**src/hw/rtl/iawm_pkg.sv**
```systemverilog
`timescale 1ns / 1ps
// ----------------------------------------------------------------------------
// iawm_pkg: shared types and constants of the window mapper
// Entry count, command and kind codes, controller/datapath interface structs.
// ----------------------------------------------------------------------------
package iawm_pkg;

  localparam int MapperCount = 8;
  localparam int IdxW        = (MapperCount > 1) ? $clog2(MapperCount) : 1;
  localparam logic [7:0] VersionByte = 8'd1;

  // operations
  localparam logic [1:0] OP_IO_RD  = 2'd0;
  localparam logic [1:0] OP_IO_WR  = 2'd1;
  localparam logic [1:0] OP_MEM_RD = 2'd2;
  localparam logic [1:0] OP_MEM_WR = 2'd3;

  // io offsets
  localparam logic [2:0] OFF_VERSION = 3'd0;
  localparam logic [2:0] OFF_CMD     = 3'd1;
  localparam logic [2:0] OFF_DATA    = 3'd2;

  // command codes
  localparam logic [7:0] CMD_ENABLE    = 8'd0;
  localparam logic [7:0] CMD_CUR_ENTRY = 8'd1;
  localparam logic [7:0] CMD_BASE      = 8'd2;
  localparam logic [7:0] CMD_LENGTH    = 8'd3;
  localparam logic [7:0] CMD_KIND      = 8'd4;
  localparam logic [7:0] CMD_FLAGS     = 8'd5;
  localparam logic [7:0] CMD_CTRL      = 8'd6;
  localparam logic [7:0] CMD_CTRL_CODE = 8'd7;
  localparam logic [7:0] CMD_CTRL_DATA = 8'd8;
  localparam logic [7:0] CMD_SHORTCUT  = 8'd9;

  localparam logic [7:0] KIND_MAX = 8'd7;
  localparam logic [3:0] KIND_NONE = 4'd0;

  localparam logic [1:0] ROUTE_NONE  = 2'd0;
  localparam logic [1:0] ROUTE_READ  = 2'd1;
  localparam logic [1:0] ROUTE_WRITE = 2'd2;

  localparam logic [1:0] CREQ_NONE  = 2'd0;
  localparam logic [1:0] CREQ_WRITE = 2'd1;
  localparam logic [1:0] CREQ_READ  = 2'd2;

  typedef struct packed {
    logic [1:0]  op;
    logic [2:0]  io_offset;
    logic [31:0] mem_addr;
    logic [7:0]  wr_data;
  } item_t;

  typedef struct packed {
    logic [7:0] rd_data;
    logic [1:0] route;
    logic [2:0] entry_index;
    logic [1:0] ctrl_req;
    logic [7:0] ctrl_code;
    logic [7:0] ctrl_arg;
  } result_t;

  // controller to datapath
  typedef struct packed {
    logic            load;     // capture item
    logic            io_exec;  // perform io access
    logic            scan_clr; // start a scan
    logic            scan_step;// test entry scan_idx
    logic [IdxW-1:0] scan_idx;
  } dp_cmd_t;

  // datapath to controller
  typedef struct packed {
    logic is_mem;
    logic hit;     // current scan entry claims the access
  } dp_sts_t;

endpackage

```
**src/hw/rtl/indirect_address_window_mapper_top.sv**
```systemverilog
`timescale 1ns / 1ps
// ----------------------------------------------------------------------------
// indirect_address_window_mapper_top: programmable memory window router
// Byte-wide io window programs entries; memory accesses are routed by scan.
// ----------------------------------------------------------------------------
// One item at a time. An io access offers its result after the execute step;
// a memory access offers it after the execute step and a scan of k entries, where k
// (1..8) is the number of entries tested, one per cycle by the shared window
// comparator, stopping at the first entry that claims the access. The next
// item is taken only once the result has been taken and the sequencer is idle.
module indirect_address_window_mapper_top
  import iawm_pkg::*;
(
  input  logic        clk,
  input  logic        rst_n,
  input  logic        in_tvalid,
  output logic        in_tready,
  input  logic [47:0] in_tdata,  // op[1:0], io_offset[4:2], mem_addr[36:5], wr_data[44:37]
  output logic        out_tvalid,
  input  logic        out_tready,
  output logic [31:0] out_tdata  // rd_data, route, entry_index, ctrl_req, ctrl_code, ctrl_arg
);

  item_t   it;
  result_t rs;
  dp_cmd_t cmd;
  dp_sts_t sts;

  assign it.op        = in_tdata[1:0];
  assign it.io_offset = in_tdata[4:2];
  assign it.mem_addr  = in_tdata[36:5];
  assign it.wr_data   = in_tdata[44:37];
  assign out_tdata = {1'b0, rs.ctrl_arg, rs.ctrl_code, rs.ctrl_req,
                      rs.entry_index, rs.route, rs.rd_data};

  iawm_ctrl u_ctrl (
    .clk, .rst_n, .in_valid(in_tvalid), .in_ready(in_tready),
    .out_valid(out_tvalid), .out_ready(out_tready), .sts, .cmd
  );

  iawm_datapath u_dp (
    .clk, .rst_n, .item_in(it), .cmd, .sts, .res(rs)
  );

endmodule

```
**src/hw/rtl/iawm_datapath.sv**
```systemverilog
`timescale 1ns / 1ps
// ----------------------------------------------------------------------------
// iawm_datapath: entry table, io window registers and window compare
// Executes io accesses in one step and tests one entry per scan step.
// ----------------------------------------------------------------------------
module iawm_datapath
  import iawm_pkg::*;
(
  input  logic    clk,
  input  logic    rst_n,
  input  item_t   item_in,
  input  dp_cmd_t cmd,
  output dp_sts_t sts,
  output result_t res
);

  logic [31:0] base_r [MapperCount];
  logic [31:0] len_r  [MapperCount];
  logic [7:0]  flags_r[MapperCount];
  logic [3:0]  kind_r [MapperCount];
  logic [7:0]  cmd_sel_r, code_r, cdata_r;
  logic [31:0] wide_r;
  logic [IdxW-1:0] cur_r;
  logic        gen_r, short_r;
  item_t       it_r;
  result_t     res_r;

  logic [IdxW-1:0] si;
  logic [32:0] win_end;
  logic        in_win;
  logic [31:0] len_eff;

  // window compare for the entry under scan
  assign si      = cmd.scan_idx;
  assign win_end = {1'b0, base_r[si]} + {1'b0, len_r[si]} - 33'd1;
  assign in_win  = (len_r[si] == 32'd0) ? (base_r[si] == 32'd0) :
                   (!win_end[32] && it_r.mem_addr >= base_r[si] &&
                    it_r.mem_addr <= win_end[31:0]) ||
                   (win_end[32] && 1'b0);
  assign sts.is_mem = it_r.op[1];
  assign sts.hit = in_win && kind_r[si] != KIND_NONE &&
                   ((it_r.op == OP_MEM_RD && flags_r[si][0]) || flags_r[si][1]);
  assign res = res_r;
  assign len_eff = (wide_r == 32'd0) ? 32'd1 : wide_r;

  // state and result registers
  always_ff @(posedge clk) begin
    if (!rst_n) begin
      for (int i = 0; i < MapperCount; i++) begin
        base_r[i] <= '0; len_r[i] <= '0; flags_r[i] <= '0; kind_r[i] <= '0;
      end
      cmd_sel_r <= '0; code_r <= '0; cdata_r <= '0; wide_r <= '0;
      cur_r <= '0; gen_r <= 1'b0; short_r <= 1'b0;
    end else begin
      if (cmd.load) begin
        it_r  <= item_in;
        res_r <= '0;
      end
      if (cmd.scan_step && sts.hit && res_r.route == ROUTE_NONE) begin
        res_r.route <= (it_r.op == OP_MEM_RD && flags_r[si][0]) ?
                       ROUTE_READ : ROUTE_WRITE;
        res_r.entry_index <= 3'(si);
      end
      if (cmd.io_exec) begin
        if (it_r.op == OP_IO_RD) begin
          if (it_r.io_offset == OFF_VERSION) res_r.rd_data <= VersionByte;
          else if (it_r.io_offset[2])
            res_r.rd_data <= wide_r[8*it_r.io_offset[1:0] +: 8];
          else if (it_r.io_offset == OFF_CMD) begin
            unique case (cmd_sel_r)
              CMD_ENABLE:    res_r.rd_data <= {7'd0, gen_r};
              CMD_CUR_ENTRY: res_r.rd_data <= 8'(cur_r);
              CMD_BASE: begin
                wide_r        <= base_r[cur_r];
                res_r.rd_data <= 8'hFF;
              end
              CMD_LENGTH: begin
                wide_r        <= len_r[cur_r];
                res_r.rd_data <= 8'hFF;
              end
              CMD_KIND:      res_r.rd_data <= {4'd0, kind_r[cur_r]};
              CMD_FLAGS:     res_r.rd_data <= flags_r[cur_r];
              CMD_CTRL: begin
                res_r.rd_data <= 8'hFF;
                if (kind_r[cur_r] != KIND_NONE) begin
                  res_r.ctrl_req  <= CREQ_READ;
                  res_r.ctrl_code <= code_r;
                  res_r.ctrl_arg  <= cdata_r;
                end
              end
              CMD_CTRL_CODE: res_r.rd_data <= code_r;
              CMD_CTRL_DATA: res_r.rd_data <= cdata_r;
              CMD_SHORTCUT:  res_r.rd_data <= {7'd0, short_r};
              default:       res_r.rd_data <= 8'hFF;
            endcase
          end else res_r.rd_data <= 8'hFF;
        end else if (it_r.op == OP_IO_WR) begin
          if (it_r.io_offset == OFF_CMD) cmd_sel_r <= it_r.wr_data;
          else if (it_r.io_offset[2])
            wide_r[8*it_r.io_offset[1:0] +: 8] <= it_r.wr_data;
          else if (it_r.io_offset == OFF_DATA) begin
            unique case (cmd_sel_r)
              CMD_ENABLE:    gen_r <= it_r.wr_data != 8'd0;
              CMD_CUR_ENTRY: cur_r <= (it_r.wr_data > 8'(MapperCount - 1)) ?
                                      IdxW'(MapperCount - 1) : IdxW'(it_r.wr_data);
              CMD_BASE:      base_r[cur_r] <= wide_r;
              CMD_LENGTH:    len_r[cur_r] <= len_eff;
              CMD_KIND:      kind_r[cur_r] <= (it_r.wr_data <= KIND_MAX) ?
                                              it_r.wr_data[3:0] : KIND_NONE;
              CMD_FLAGS:     flags_r[cur_r] <= it_r.wr_data;
              CMD_CTRL: if (kind_r[cur_r] != KIND_NONE) begin
                res_r.ctrl_req  <= CREQ_WRITE;
                res_r.ctrl_code <= code_r;
                res_r.ctrl_arg  <= it_r.wr_data;
              end
              CMD_CTRL_CODE: code_r <= it_r.wr_data;
              CMD_CTRL_DATA: cdata_r <= it_r.wr_data;
              CMD_SHORTCUT:  short_r <= it_r.wr_data != 8'd0;
              default: ;
            endcase
          end
        end
      end
    end
  end

endmodule

```
**src/hw/rtl/iawm_ctrl.sv**
```systemverilog
`timescale 1ns / 1ps
// ----------------------------------------------------------------------------
// iawm_ctrl: sequencer of the window mapper
// Accepts an item, runs an io step or an entry scan, then offers the result.
// ----------------------------------------------------------------------------
module iawm_ctrl
  import iawm_pkg::*;
(
  input  logic    clk,
  input  logic    rst_n,
  input  logic    in_valid,
  output logic    in_ready,
  output logic    out_valid,
  input  logic    out_ready,
  input  dp_sts_t sts,
  output dp_cmd_t cmd
);

  typedef enum logic [1:0] {S_IDLE, S_EXEC, S_SCAN, S_DONE} state_t;
  state_t state_r, state_nxt;
  logic [IdxW-1:0] idx_r, idx_nxt;
  logic last;

  assign last      = idx_r == IdxW'(MapperCount - 1);
  assign in_ready  = state_r == S_IDLE;
  assign out_valid = state_r == S_DONE;

  // command decode
  always_comb begin
    cmd = '0;
    cmd.load      = in_valid && in_ready;
    cmd.io_exec   = state_r == S_EXEC && !sts.is_mem;
    cmd.scan_step = state_r == S_SCAN;
    cmd.scan_clr  = state_r == S_EXEC;
    cmd.scan_idx  = idx_r;
  end

  // next state
  always_comb begin
    state_nxt = state_r;
    idx_nxt   = idx_r;
    unique case (state_r)
      S_IDLE: if (in_valid) state_nxt = S_EXEC;
      S_EXEC: begin
        idx_nxt   = '0;
        state_nxt = sts.is_mem ? S_SCAN : S_DONE;
      end
      S_SCAN: begin
        if (sts.hit || last) state_nxt = S_DONE;
        else idx_nxt = idx_r + 1'b1;
      end
      S_DONE: if (out_ready) state_nxt = S_IDLE;
      default: state_nxt = S_IDLE;
    endcase
  end

  // state register
  always_ff @(posedge clk) begin
    if (!rst_n) begin
      state_r <= S_IDLE;
      idx_r   <= '0;
    end else begin
      state_r <= state_nxt;
      idx_r   <= idx_nxt;
    end
  end

  a_no_overlap: assert property (@(posedge clk) disable iff (!rst_n)
    out_valid |-> !in_ready) else $error("accept while result pending");
  a_scan_bound: assert property (@(posedge clk) disable iff (!rst_n)
    (state_r == S_SCAN && last) |=> state_r == S_DONE)
    else $error("scan ran past last entry");
  a_hold: assert property (@(posedge clk) disable iff (!rst_n)
    (out_valid && !out_ready) |=> out_valid) else $error("result dropped");

endmodule
```
**config.mk**
```make
export PLATFORM = sky130hd
export DESIGN_NAME = indirect_address_window_mapper_top
export DESIGN_NICKNAME = d
export VERILOG_FILES = /design/src/hw/rtl/iawm_pkg.sv /design/src/hw/rtl/indirect_address_window_mapper_top.sv /design/src/hw/rtl/iawm_datapath.sv /design/src/hw/rtl/iawm_ctrl.sv
export SDC_FILE = /design/constraint.sdc
export NUM_CORES = 1
export LEC_CHECK = 0
export BUFFER_PORTS_ARGS = -buffer_cell sky130_fd_sc_hd__buf_2
export CAP_MARGIN = 10
export CORE_MARGIN = 4
export CORE_UTILIZATION = 45
export CTS_CLUSTER_DIAMETER = 50
export DETAILED_ROUTE_END_ITERATION = 8
export PLACE_DENSITY = 0.62
export SLEW_MARGIN = 30
export SYNTH_ARGS = -nofsm -noshare
export SYNTH_HDL_FRONTEND = slang
export SYNTH_SLANG_ARGS = --single-unit
export TNS_END_PERCENT = 50
```
**constraint.sdc**
```tcl
create_clock -name clk -period 13.25 [get_ports clk]
set_input_delay 1.9875 -clock clk [delete_from_list [all_inputs] [get_ports clk]]
set_output_delay 1.9875 -clock clk [all_outputs]
set_load 0.05 [all_outputs]
```
* Word-level counts from Yosys, hierarchy flattened
Memories as Yosys holds them, arrays and structs flattened. A register that Yosys moved wholly into a read port is not among the register bits. Cells that the tools add are included. W data, S select, Z words.
Storage, ports and cells: register bits 142, RAM bits 608, bits of input ports 52, output and inout port bits 34, word-level logic and storage cells 213, memories kept 4
Memory list:
- u_dp.base_r | words 8, bits a word 32, rd ports 2, clocked after Yosys merged registers in 2, write ports 8, RTL line iawm_datapath.sv:17 | logic [31:0] base_r [MapperCount];
- u_dp.len_r | words 8, bits a word 32, rd ports 2, clocked after Yosys merged registers in 2, write ports 8, RTL line iawm_datapath.sv:18 | logic [31:0] len_r [MapperCount];
- u_dp.flags_r | words 8, bits a word 8, rd ports 2, clocked after Yosys merged registers in 2, write ports 8, RTL line iawm_datapath.sv:19 | logic [7:0] flags_r[MapperCount];
- u_dp.kind_r | words 8, bits a word 4, rd ports 2, clocked after Yosys merged registers in 2, write ports 8, RTL line iawm_datapath.sv:20 | logic [3:0] kind_r [MapperCount];
Cells by class: add/subtract/negate cells 4, order comparisons 4, eq/ne operators 25, shifts and indexed selects 3, muxes and demuxes 107, bitwise gates (word level) 3, reduce and logical (&&, ||, !) cells 44
Operators by type and width (count):
- $mux W32 | 10
- $mux W18 | 13
- $logic_not A32 Y1 | 3
- $mux W3 | 22
- $pmux W32 S2 | 1
- $reduce_or A32 Y1 | 2
- $pmux W8 S7 | 1
- $mux W8 | 6
- $mux W1 | 43
- $reduce_and A7 Y1 | 5
- $neg A5 Y34 | 1
- $shift A8 B34 Y32 const A | 1
- $shiftx A8 B34 Y32 | 1
- $add A32 B32 Y33 | 1
- $sub A33 B1 Y33 const B | 1
- $bwmux W32 | 1
- $eq A8 B3 Y1 const B | 4
- $ge A32 B32 Y1 | 1
- $le A32 B32 Y1 | 1
- $shiftx A32 B6 Y8 | 1
- $mux W31 | 1
- $eq A8 B2 Y1 const B | 2
- $eq A8 B4 Y1 const B | 2
- $ne A2 B2 Y1 const B | 6
- other kinds (32) | 60

* Longest topological paths before layout
Gate-level depths: netlist of the first run.
depth after elaboration 13, gate-level depth with buffers 30, depth with buffers taken out 25

* Cells and area by module
Synthesis of the first run repeated with hierarchy kept, for this count alone.
Unflattened totals: cell total of the unflattened synthesis 3043, area, all modules 41671.2 um2
By module, submodules not included:
- iawm_datapath | times used 1, cells an instance 3001, area an instance 41314.6 um2, seq. area each 21820.9 um2
- iawm_ctrl | times used 1, cells an instance 40, area an instance 345.3 um2, seq. area each 100.1 um2
- indirect_address_window_mapper_top | times used 1, cells an instance 2, area an instance 11.3 um2, seq. area each 0.0 um2

* Worst setup path before layout of the first run
Ideal clock, no wire load.
path kind reg-to-reg, start register (tool-made name), end register u_dp.res_r (netlist bit u_dp.res[18]) (enable), setup time 0.351 ns, arrival time 7.103 ns, required time 12.899 ns, slack 5.796 ns, cell stages (with the launch flop) 30, path buffers 6, period minus slack after synthesis 7.454 ns, cells stage by stage dfxtp_1 clkbuf_1 buf_2 clkbuf_1 clkbuf_1 clkbuf_1 buf_1 mux2i_1 ha_1 inv_1 ha_1 fa_1 a211oi_1 o211ai_1 a211oi_1 o21a_1 o31ai_1 a311o_1 a21boi_0 o31ai_1 xnor2_1 ha_1 nand4_1 nor3_1 nand2_1 a31oi_1 o21ai_0 a211oi_1 o211ai_1 a21oi_1
RTL lines:
- end: declaration | RTL line iawm_datapath.sv:26 | result_t res_r;

==> results.md, run 1 <==
- Slowest stage delay, CP: 710 ps
- # setup viols final: 0
- Ranking of synthesized cells by area: edfxtp_1 49%, mux4_2 18%, and2_1 8.5%, ha_1 4.2%, dfxtp_1 3.5%
- CP required: 13560 ps
- Pwr Density: 151 mW/mm^2
- CTS root buffer: clkbuf_16
- Met3 Track Usage GR: 7.96%
- Post-CTS setup buffers: 0
- Total CTS buffers: 88
- Synthesized instance count: 3053
- Largest net degree at the start of global routing: 93
- Worst EP arrival: 8980 ps
- Fin. max-slew vios: 0
- Static leakage power: 16.3 nW
- Drt pass-1 iters: 6
- RSZ-0062 raised after global routing: no
- Clock-pin slew on the worst setup and hold paths: 60 ps
- Post-Syn Area: 0.0417 sq mm
- Antenna violations before repair: 6
- Clk sinks: 756
- Clock skew: 39.1 ps
- Async SR Flop Fraction: 0%
- Non-filler cells, final: 4388
- Leading area contributor after synthesis: edfxtp_1
- Crit path setup slack, layout: 4580 ps
- Hold Path Class: reg2reg
- Final setup TNS: 0 ps
- Post-synth EDFFs: 684
- Post-synthesis to final-layout area growth: 12.1%
- Cells along the critical path: buf_4 > mux4_2 > mux2i_1 > ha_1 > inv_1 > ha_1 > o211ai_1 > o211ai_1 > a211oi_1 > o21a_1 > o31ai_1 > a311o_1 > a21boi_0 > o31ai_1 > xnor2_1 > ha_1 > nand4_1 > nor3_1 > nand2_1 > a31oi_1 > o21ai_0 > a211oi_1 > o211ai_1 > a21oi_1
- R2R Setup Slk: 4580 ps
- Maximum vdd drop: 97.4 uV
- Num ports: 86
- Global placement routability congestion: 0.908
- Hold Fails Final Rpt: 0
- Share of post-route cells with drive strength above 1: 22.2%
- CP Capture Type: flip-flop
- First-pass GRT wire length: 198000 um
- CP max-delay cell: buf_4
- Cts repair resizes: 0
- Starting density of the core: 45.4%
- Antenna Nets Post-Route: 0
- DP Area: 0.0436 sq mm
- IO buf count: 81
- Min Tclk post-route: 8670 ps
- Yosys reg bits: 756
- Bufs on Longest Clock Path: 3
- Via count: 28.3k
- # rows: 111
- Critical Path Fanout Max: 34
- Syn. warnings: 0
- Fin nets: 3258
- Layer with the highest usage: met2
- Sequential share of the synthesized area: 52.7%
- Die area: 0.0976 sq mm
- Clk Latency, worst-skew pair: 690 ps
- GRT Util Overall: 27.8%
- Hold Buf Count CTS: 0
- DR DRC count: 0
- Outcome: finished, final reports clean
- Filler cell count: 7643
- Pre-CTS setup slack: 4640 ps
- Final wirelength: 136000 um
- Hpwl dp: 83800 um
- Rel. slew slack: 29.8%
- Met2 Track Usage GR: 44.2%
- Fmax: 115 MHz
- Post-Syn Area per Cell: 13.7 sq um
- Grt ovf: 0
- Finished layout cell area: 0.0467 sq mm
- Worst-Margin Slew: 1020 ps
- Die H: 312 um
- Initial DRC count: 3839
- Vias/cell: 6.44
- M1 GR Usage: 35.7%
- Core footprint: 0.0918 sq mm
- Vias in the first global route: 28.7k
- Max-capacitance violation count: 0
- Min Hold Slack: 490 ps
- Period utilization: 65.4%
- Inst Count DP: 4218
- H-tree levels: 3
- Most common flop cell mapped by yosys: edfxtp_1
- Synth unique cells: 67
- Top cell family by delay on the critical path: compound AO/OA/AOI/OAI gates
- Die Wd: 312 um
- Crit path kind: reg2reg
- Drt wl/cell: 31.0 um
- Crit start category: flip-flop
- TritonCTS clock tree: yes
- Buf/Inv on CP: 2
- Yosys top cell area share: 49.3%
-- area by class of cell --
| class | instances | area [sq um] | area share, % |
|---|---|---|---|
| clock inverters | 51 | 592 | 1.27 |
| well taps | 1243 | 1560 | 3.33 |
| repair buffers | 151 | 970 | 2.08 |
| diodes | 4 | 10.0 | 0.0214 |
| inverters | 95 | 357 | 0.763 |
| flip-flops and latches | 756 | 22000 | 47.1 |
| clock buffers | 115 | 2490 | 5.33 |
| multi-input cells | 1973 | 18800 | 40.1 |
-- through the flow --
stage	util (%)	total power [W]
final	50.9	0.00703
after global routing	50.9	0.00734
after CTS	50.9	0.00705
after detailed placement	47.5	0.00451
after global placement	47.5	0.00446
after floorplan	-	0.00400
-- cell usage after synthesis (12+ instances only) --
| cell | number |
|---|---|
| inv_1 | 95 |
| nand2_1 | 72 |
| a21o_1 | 31 |
| nand4_1 | 17 |
| nand3_1 | 32 |
| or4_1 | 12 |
| a22oi_1 | 37 |
| nor3_1 | 31 |
| a21oi_1 | 73 |
| a211oi_1 | 44 |
| clkbuf_1 | 184 |
| nor2_1 | 171 |
| mux2i_1 | 105 |
| o21ai_0 | 97 |
| xor2_1 | 16 |
| ha_1 | 140 |
| buf_2 | 22 |
| buf_1 | 24 |
| dfxtp_1 | 72 |
| and2_1 | 565 |
| edfxtp_1 | 684 |
| mux4_2 | 326 |
| nor4_1 | 44 |
-- flip-flops by register name (all words and copies together) (netlist names), 8 cells and up, named ones only --
signal,count
u_dp.len_r,256
u_dp.cmd_sel_r,8
u_dp.code_r,8
u_dp.wide_r,32
u_dp.cdata_r,8
u_dp.it_r,44
u_dp.flags_r,64
u_dp.kind_r,32
u_dp.base_r,256
u_dp.res,31
-- final timing paths --
check / cells after the start / startpoint / endpoint
setup / recovery: 24 / flip-flop / u_dp.res[21]$_DFFE_PP_
hold / removal: 2 / u_dp.cmd_sel_r[7]$_SDFFE_PN0P_ / u_dp.cmd_sel_r[7]$_SDFFE_PN0P_
setup reg to reg: 24 / flip-flop / u_dp.res[21]$_DFFE_PP_
hold reg to reg: 2 / u_dp.cmd_sel_r[7]$_SDFFE_PN0P_ / u_dp.cmd_sel_r[7]$_SDFFE_PN0P_
-- worst min-delay path, stage by stage (launching register included) --
cell     delay (ps)
dfxtp_1         330
a21oi_1          60
nor2_1           70
-- power by group --
part,leakage [nW],switching [W],internal [W],total [W]
combinational,7.24,0.00101,0.000637,0.00165
clock,1.49,0.00105,0.00150,0.00255
sequential,7.58,0.000110,0.00272,0.00283
total,16.3,0.00217,0.00486,0.00703
-- per-layer routing --
layer	part of all wire, %	vias up
met1	37	14400
met4	4.6	4
li1	-	11700
met2	47	1713
met5	0.024	-
met3	12	380
-- placed cells by master (no fill, tap or decap), types with 9 or more instances in the layout --
cell / count
nand2_1: 72
o21ai_4: 16
or4_1: 12
o211ai_1: 11
xor2_1: 16
nand4_1: 17
o22ai_1: 10
a21o_1: 31
conb_1: 9
a211oi_1: 44
buf_2: 80
nor4_1: 43
mux2i_1: 98
nor2_1: 152
clkbuf_16: 93
inv_6: 9
a22oi_1: 37
a21oi_1: 73
clkbuf_1: 14
and2_1: 565
mux4_2: 326
a31oi_1: 11
o21ai_0: 77
xnor2_1: 10
nand3_1: 31
edfxtp_1: 684
buf_4: 67
nor2_2: 17
and3_1: 11
clkinv_2: 13
inv_1: 94
nor3_1: 31
dfxtp_1: 66
ha_1: 140
-- logic make-up after synthesis --
family                     synth area share [%]
DFF                                        52.7
xor gates and xnor gates                  0.546
buffers and inverters                      3.14
adders and majority gates                  4.25
and+or+nand+nor                            13.5
other                                   0.00899
muxes                                      20.2
AOI/OAI and AO/OA                          5.65
Power figures use the tool's default switching activity.
==> run 2, diff against run 1 <==
Settings changed: PLACE_DENSITY 0.62 to 0.65.
Clock period 13.25 ns to 7.85 ns, I/O delays scaled along.
==> run 2 against run 1 <==
Worst setup slack got worse by 4200 ps. First-iteration DRC count is 10% higher. Critical path depth rose by 4. Design area grew 0.99%. Core utilization up 0.50 points. Clock-buffer cell count shrank 6. Clock power grew 72%. Flip-flop and latch count unchanged. Cell count rose by 0.87%. Non-clock buffer count rose by 32. Largest cell class unchanged. Highest routed layer unchanged.
==> results.md, run 2 (same netlist as run 1, synthesis figures left out) <==
- Num ports: 86
- Fin. max-slew vios: 0
- First-pass GRT wire length: 201000 um
- Slowest stage delay, CP: 530 ps
- Post-layout util: 51.4%
- Clk Latency, worst-skew pair: 690 ps
- Clk sinks: 756
- RSZ-0062 raised after global routing: no
- Total power: 0.0121 W
- CP Capture Type: flip-flop
- Top cell family by delay on the critical path: compound AO/OA/AOI/OAI gates
- # setup viols final: 0
- Post-synthesis to final-layout area growth: 13.2%
- Most used cell, CP: buf_4
- # rows: 111
- CTS root buffer: clkbuf_16
- Clock-pin slew on the worst setup and hold paths: 60 ps
- Most frequent cells in the layout: 684 x edfxtp_1, 565 x and2_1, 326 x mux4_2
- Vias/cell: 6.52
- Initial DRC count: 4222
- Clock skew: 38.6 ps
- Final setup TNS: 0 ps
- Rel. slew slack: 26.0%
- Min Hold Slack: 503 ps
- Crit path setup slack, layout: 416 ps
- CP required: 8250 ps
- Pwr Density: 256 mW/mm^2
- Bufs on Longest Clock Path: 3
- Total CTS buffers: 90
- DR DRC count: 0
- Crit path kind: reg2reg
- Min Tclk post-route: 7430 ps
- Starting density of the core: 45.4%
- Pre-CTS setup slack: 108 ps
- TritonCTS clock tree: yes
- Die Wd: 312 um
- Hpwl dp: 86800 um
- Fmax: 135 MHz
- Top Registers: u_dp.base_r x256, u_dp.len_r x256, u_dp.flags_r x64
- Core footprint: 0.0918 sq mm
- Final wirelength: 140000 um
- Buf/Inv on CP: 6
- Critical Path Fanout Max: 15
- Hold Fails Final Rpt: 0
- Hold Path Class: reg2reg
- Filler cell count: 7523
- Maximum vdd drop: 171 uV
- Antenna violations before repair: 2
- Global placement routability congestion: 0.955
- Share of post-route cells with drive strength above 1: 22.6%
- Fin nets: 3292
- CP max-delay cell: mux4_2
- Crit start category: flip-flop
- Vias in the first global route: 28.9k
- Hold Buf Count CTS: 0
- Die H: 312 um
- Drt pass-1 iters: 7
- Period utilization: 94.7%
- IO buf count: 81
- Antenna Nets Post-Route: 0
- Most common cell after layout, fill and taps aside: edfxtp_1
- Max-capacitance violation count: 0
- Worst-Margin Slew: 1080 ps
- Drt wl/cell: 31.6 um
- H-tree levels: 3
- GRT Util Overall: 28.4%
- Grt ovf: 0
- Outcome: finished, final reports clean
- Via count: 28.9k
- Worst EP arrival: 7830 ps
- Largest net degree at the start of global routing: 127
- Static leakage power: 16.5 nW
- Die area: 0.0976 sq mm
run 2: cell types whose count changed in the layout (fill, tap and decap cells not counted), moves of 4 or more:
| cell | change |
|---|---|
| buf_16 | +6 |
| clkinv_1 | +9 |
| buf_4 | +20 |
| clkinv_2 | -5 |
| inv_8 | +4 |
| buf_12 | +6 |
| mux2i_1 | +4 |
| mux2i_2 | -4 |
run 2: worst register-to-register path: cells and delay by family (launching register included):
| family | cells | cell delay [ps] |
|---|---|---|
| xor+xnor | 1 | 140 |
| compound gates | 13 | 3180 |
| mux | 2 | 940 |
| simple gates | 3 | 610 |
| flops | 1 | 360 |
| fa+ha+maj | 3 | 1000 |
| buf+inv | 6 | 920 |
run 2: per-layer routing:
| layer | up-vias | track usage (%) | share of wire (%) | wire [um] |
|---|---|---|---|---|
| met3 | 388 | 7.55 | 12 | 17200 |
| li1 | 11800 | - | - | - |
| met1 | 14600 | 36.9 | 36 | 50700 |
| met4 | 2 | 13.2 | 4.8 | 6680 |
| met2 | 2029 | 44.7 | 47 | 65400 |
| met5 | - | 0 | 0.0057 | 8 |
run 2: timing repair:
item	in CTS	in global routing
hold endpoints to repair	0	0
endpoints found under the setup margin	0	5
gates resized for setup	0	4
buffers inserted	0	7
run 2: path summary, 6_finish.rpt:
kind                                from                           to  slack [ps]  cells after the start
max                            flip-flop       u_dp.res[21]$_DFFE_PP_         420                     28
min          u_dp.code_r[4]$_SDFFE_PN0P_  u_dp.code_r[4]$_SDFFE_PN0P_         500                      2
max reg2reg                    flip-flop       u_dp.res[21]$_DFFE_PP_         420                     28
min reg2reg  u_dp.code_r[4]$_SDFFE_PN0P_  u_dp.code_r[4]$_SDFFE_PN0P_         500                      2
run 2: cell type report:
type / instances / area [sq um] / share of cell area, %
antenna: 7 / 17.5 / 0.0371
clock buffer: 109 / 2370 / 5.03
clock inverter: 60 / 748 / 1.59
inverter: 95 / 357 / 0.756
multi-input combinational: 1973 / 18700 / 39.7
sequential: 756 / 22000 / 46.6
tap: 1243 / 1560 / 3.30
timing repair buffer: 183 / 1410 / 2.98
run 2: through the flow:
step           cell area, sq um  instances
4_1_cts                   47000       4411
3_3_place_gp              43800       4237
3_5_place_dp              43900       4242
5_1_grt                   47200       4419
6_report                  47200       4426
2_1_floorplan             41700       3061
run 2: where the power goes:
part | total (W) | internal (W) | switching, W | leakage, nW
sequential | 0.00476 | 0.00459 | 0.000168 | 7.58
clock | 0.00438 | 0.00257 | 0.00182 | 1.51
combinational | 0.00293 | 0.00113 | 0.00180 | 7.45
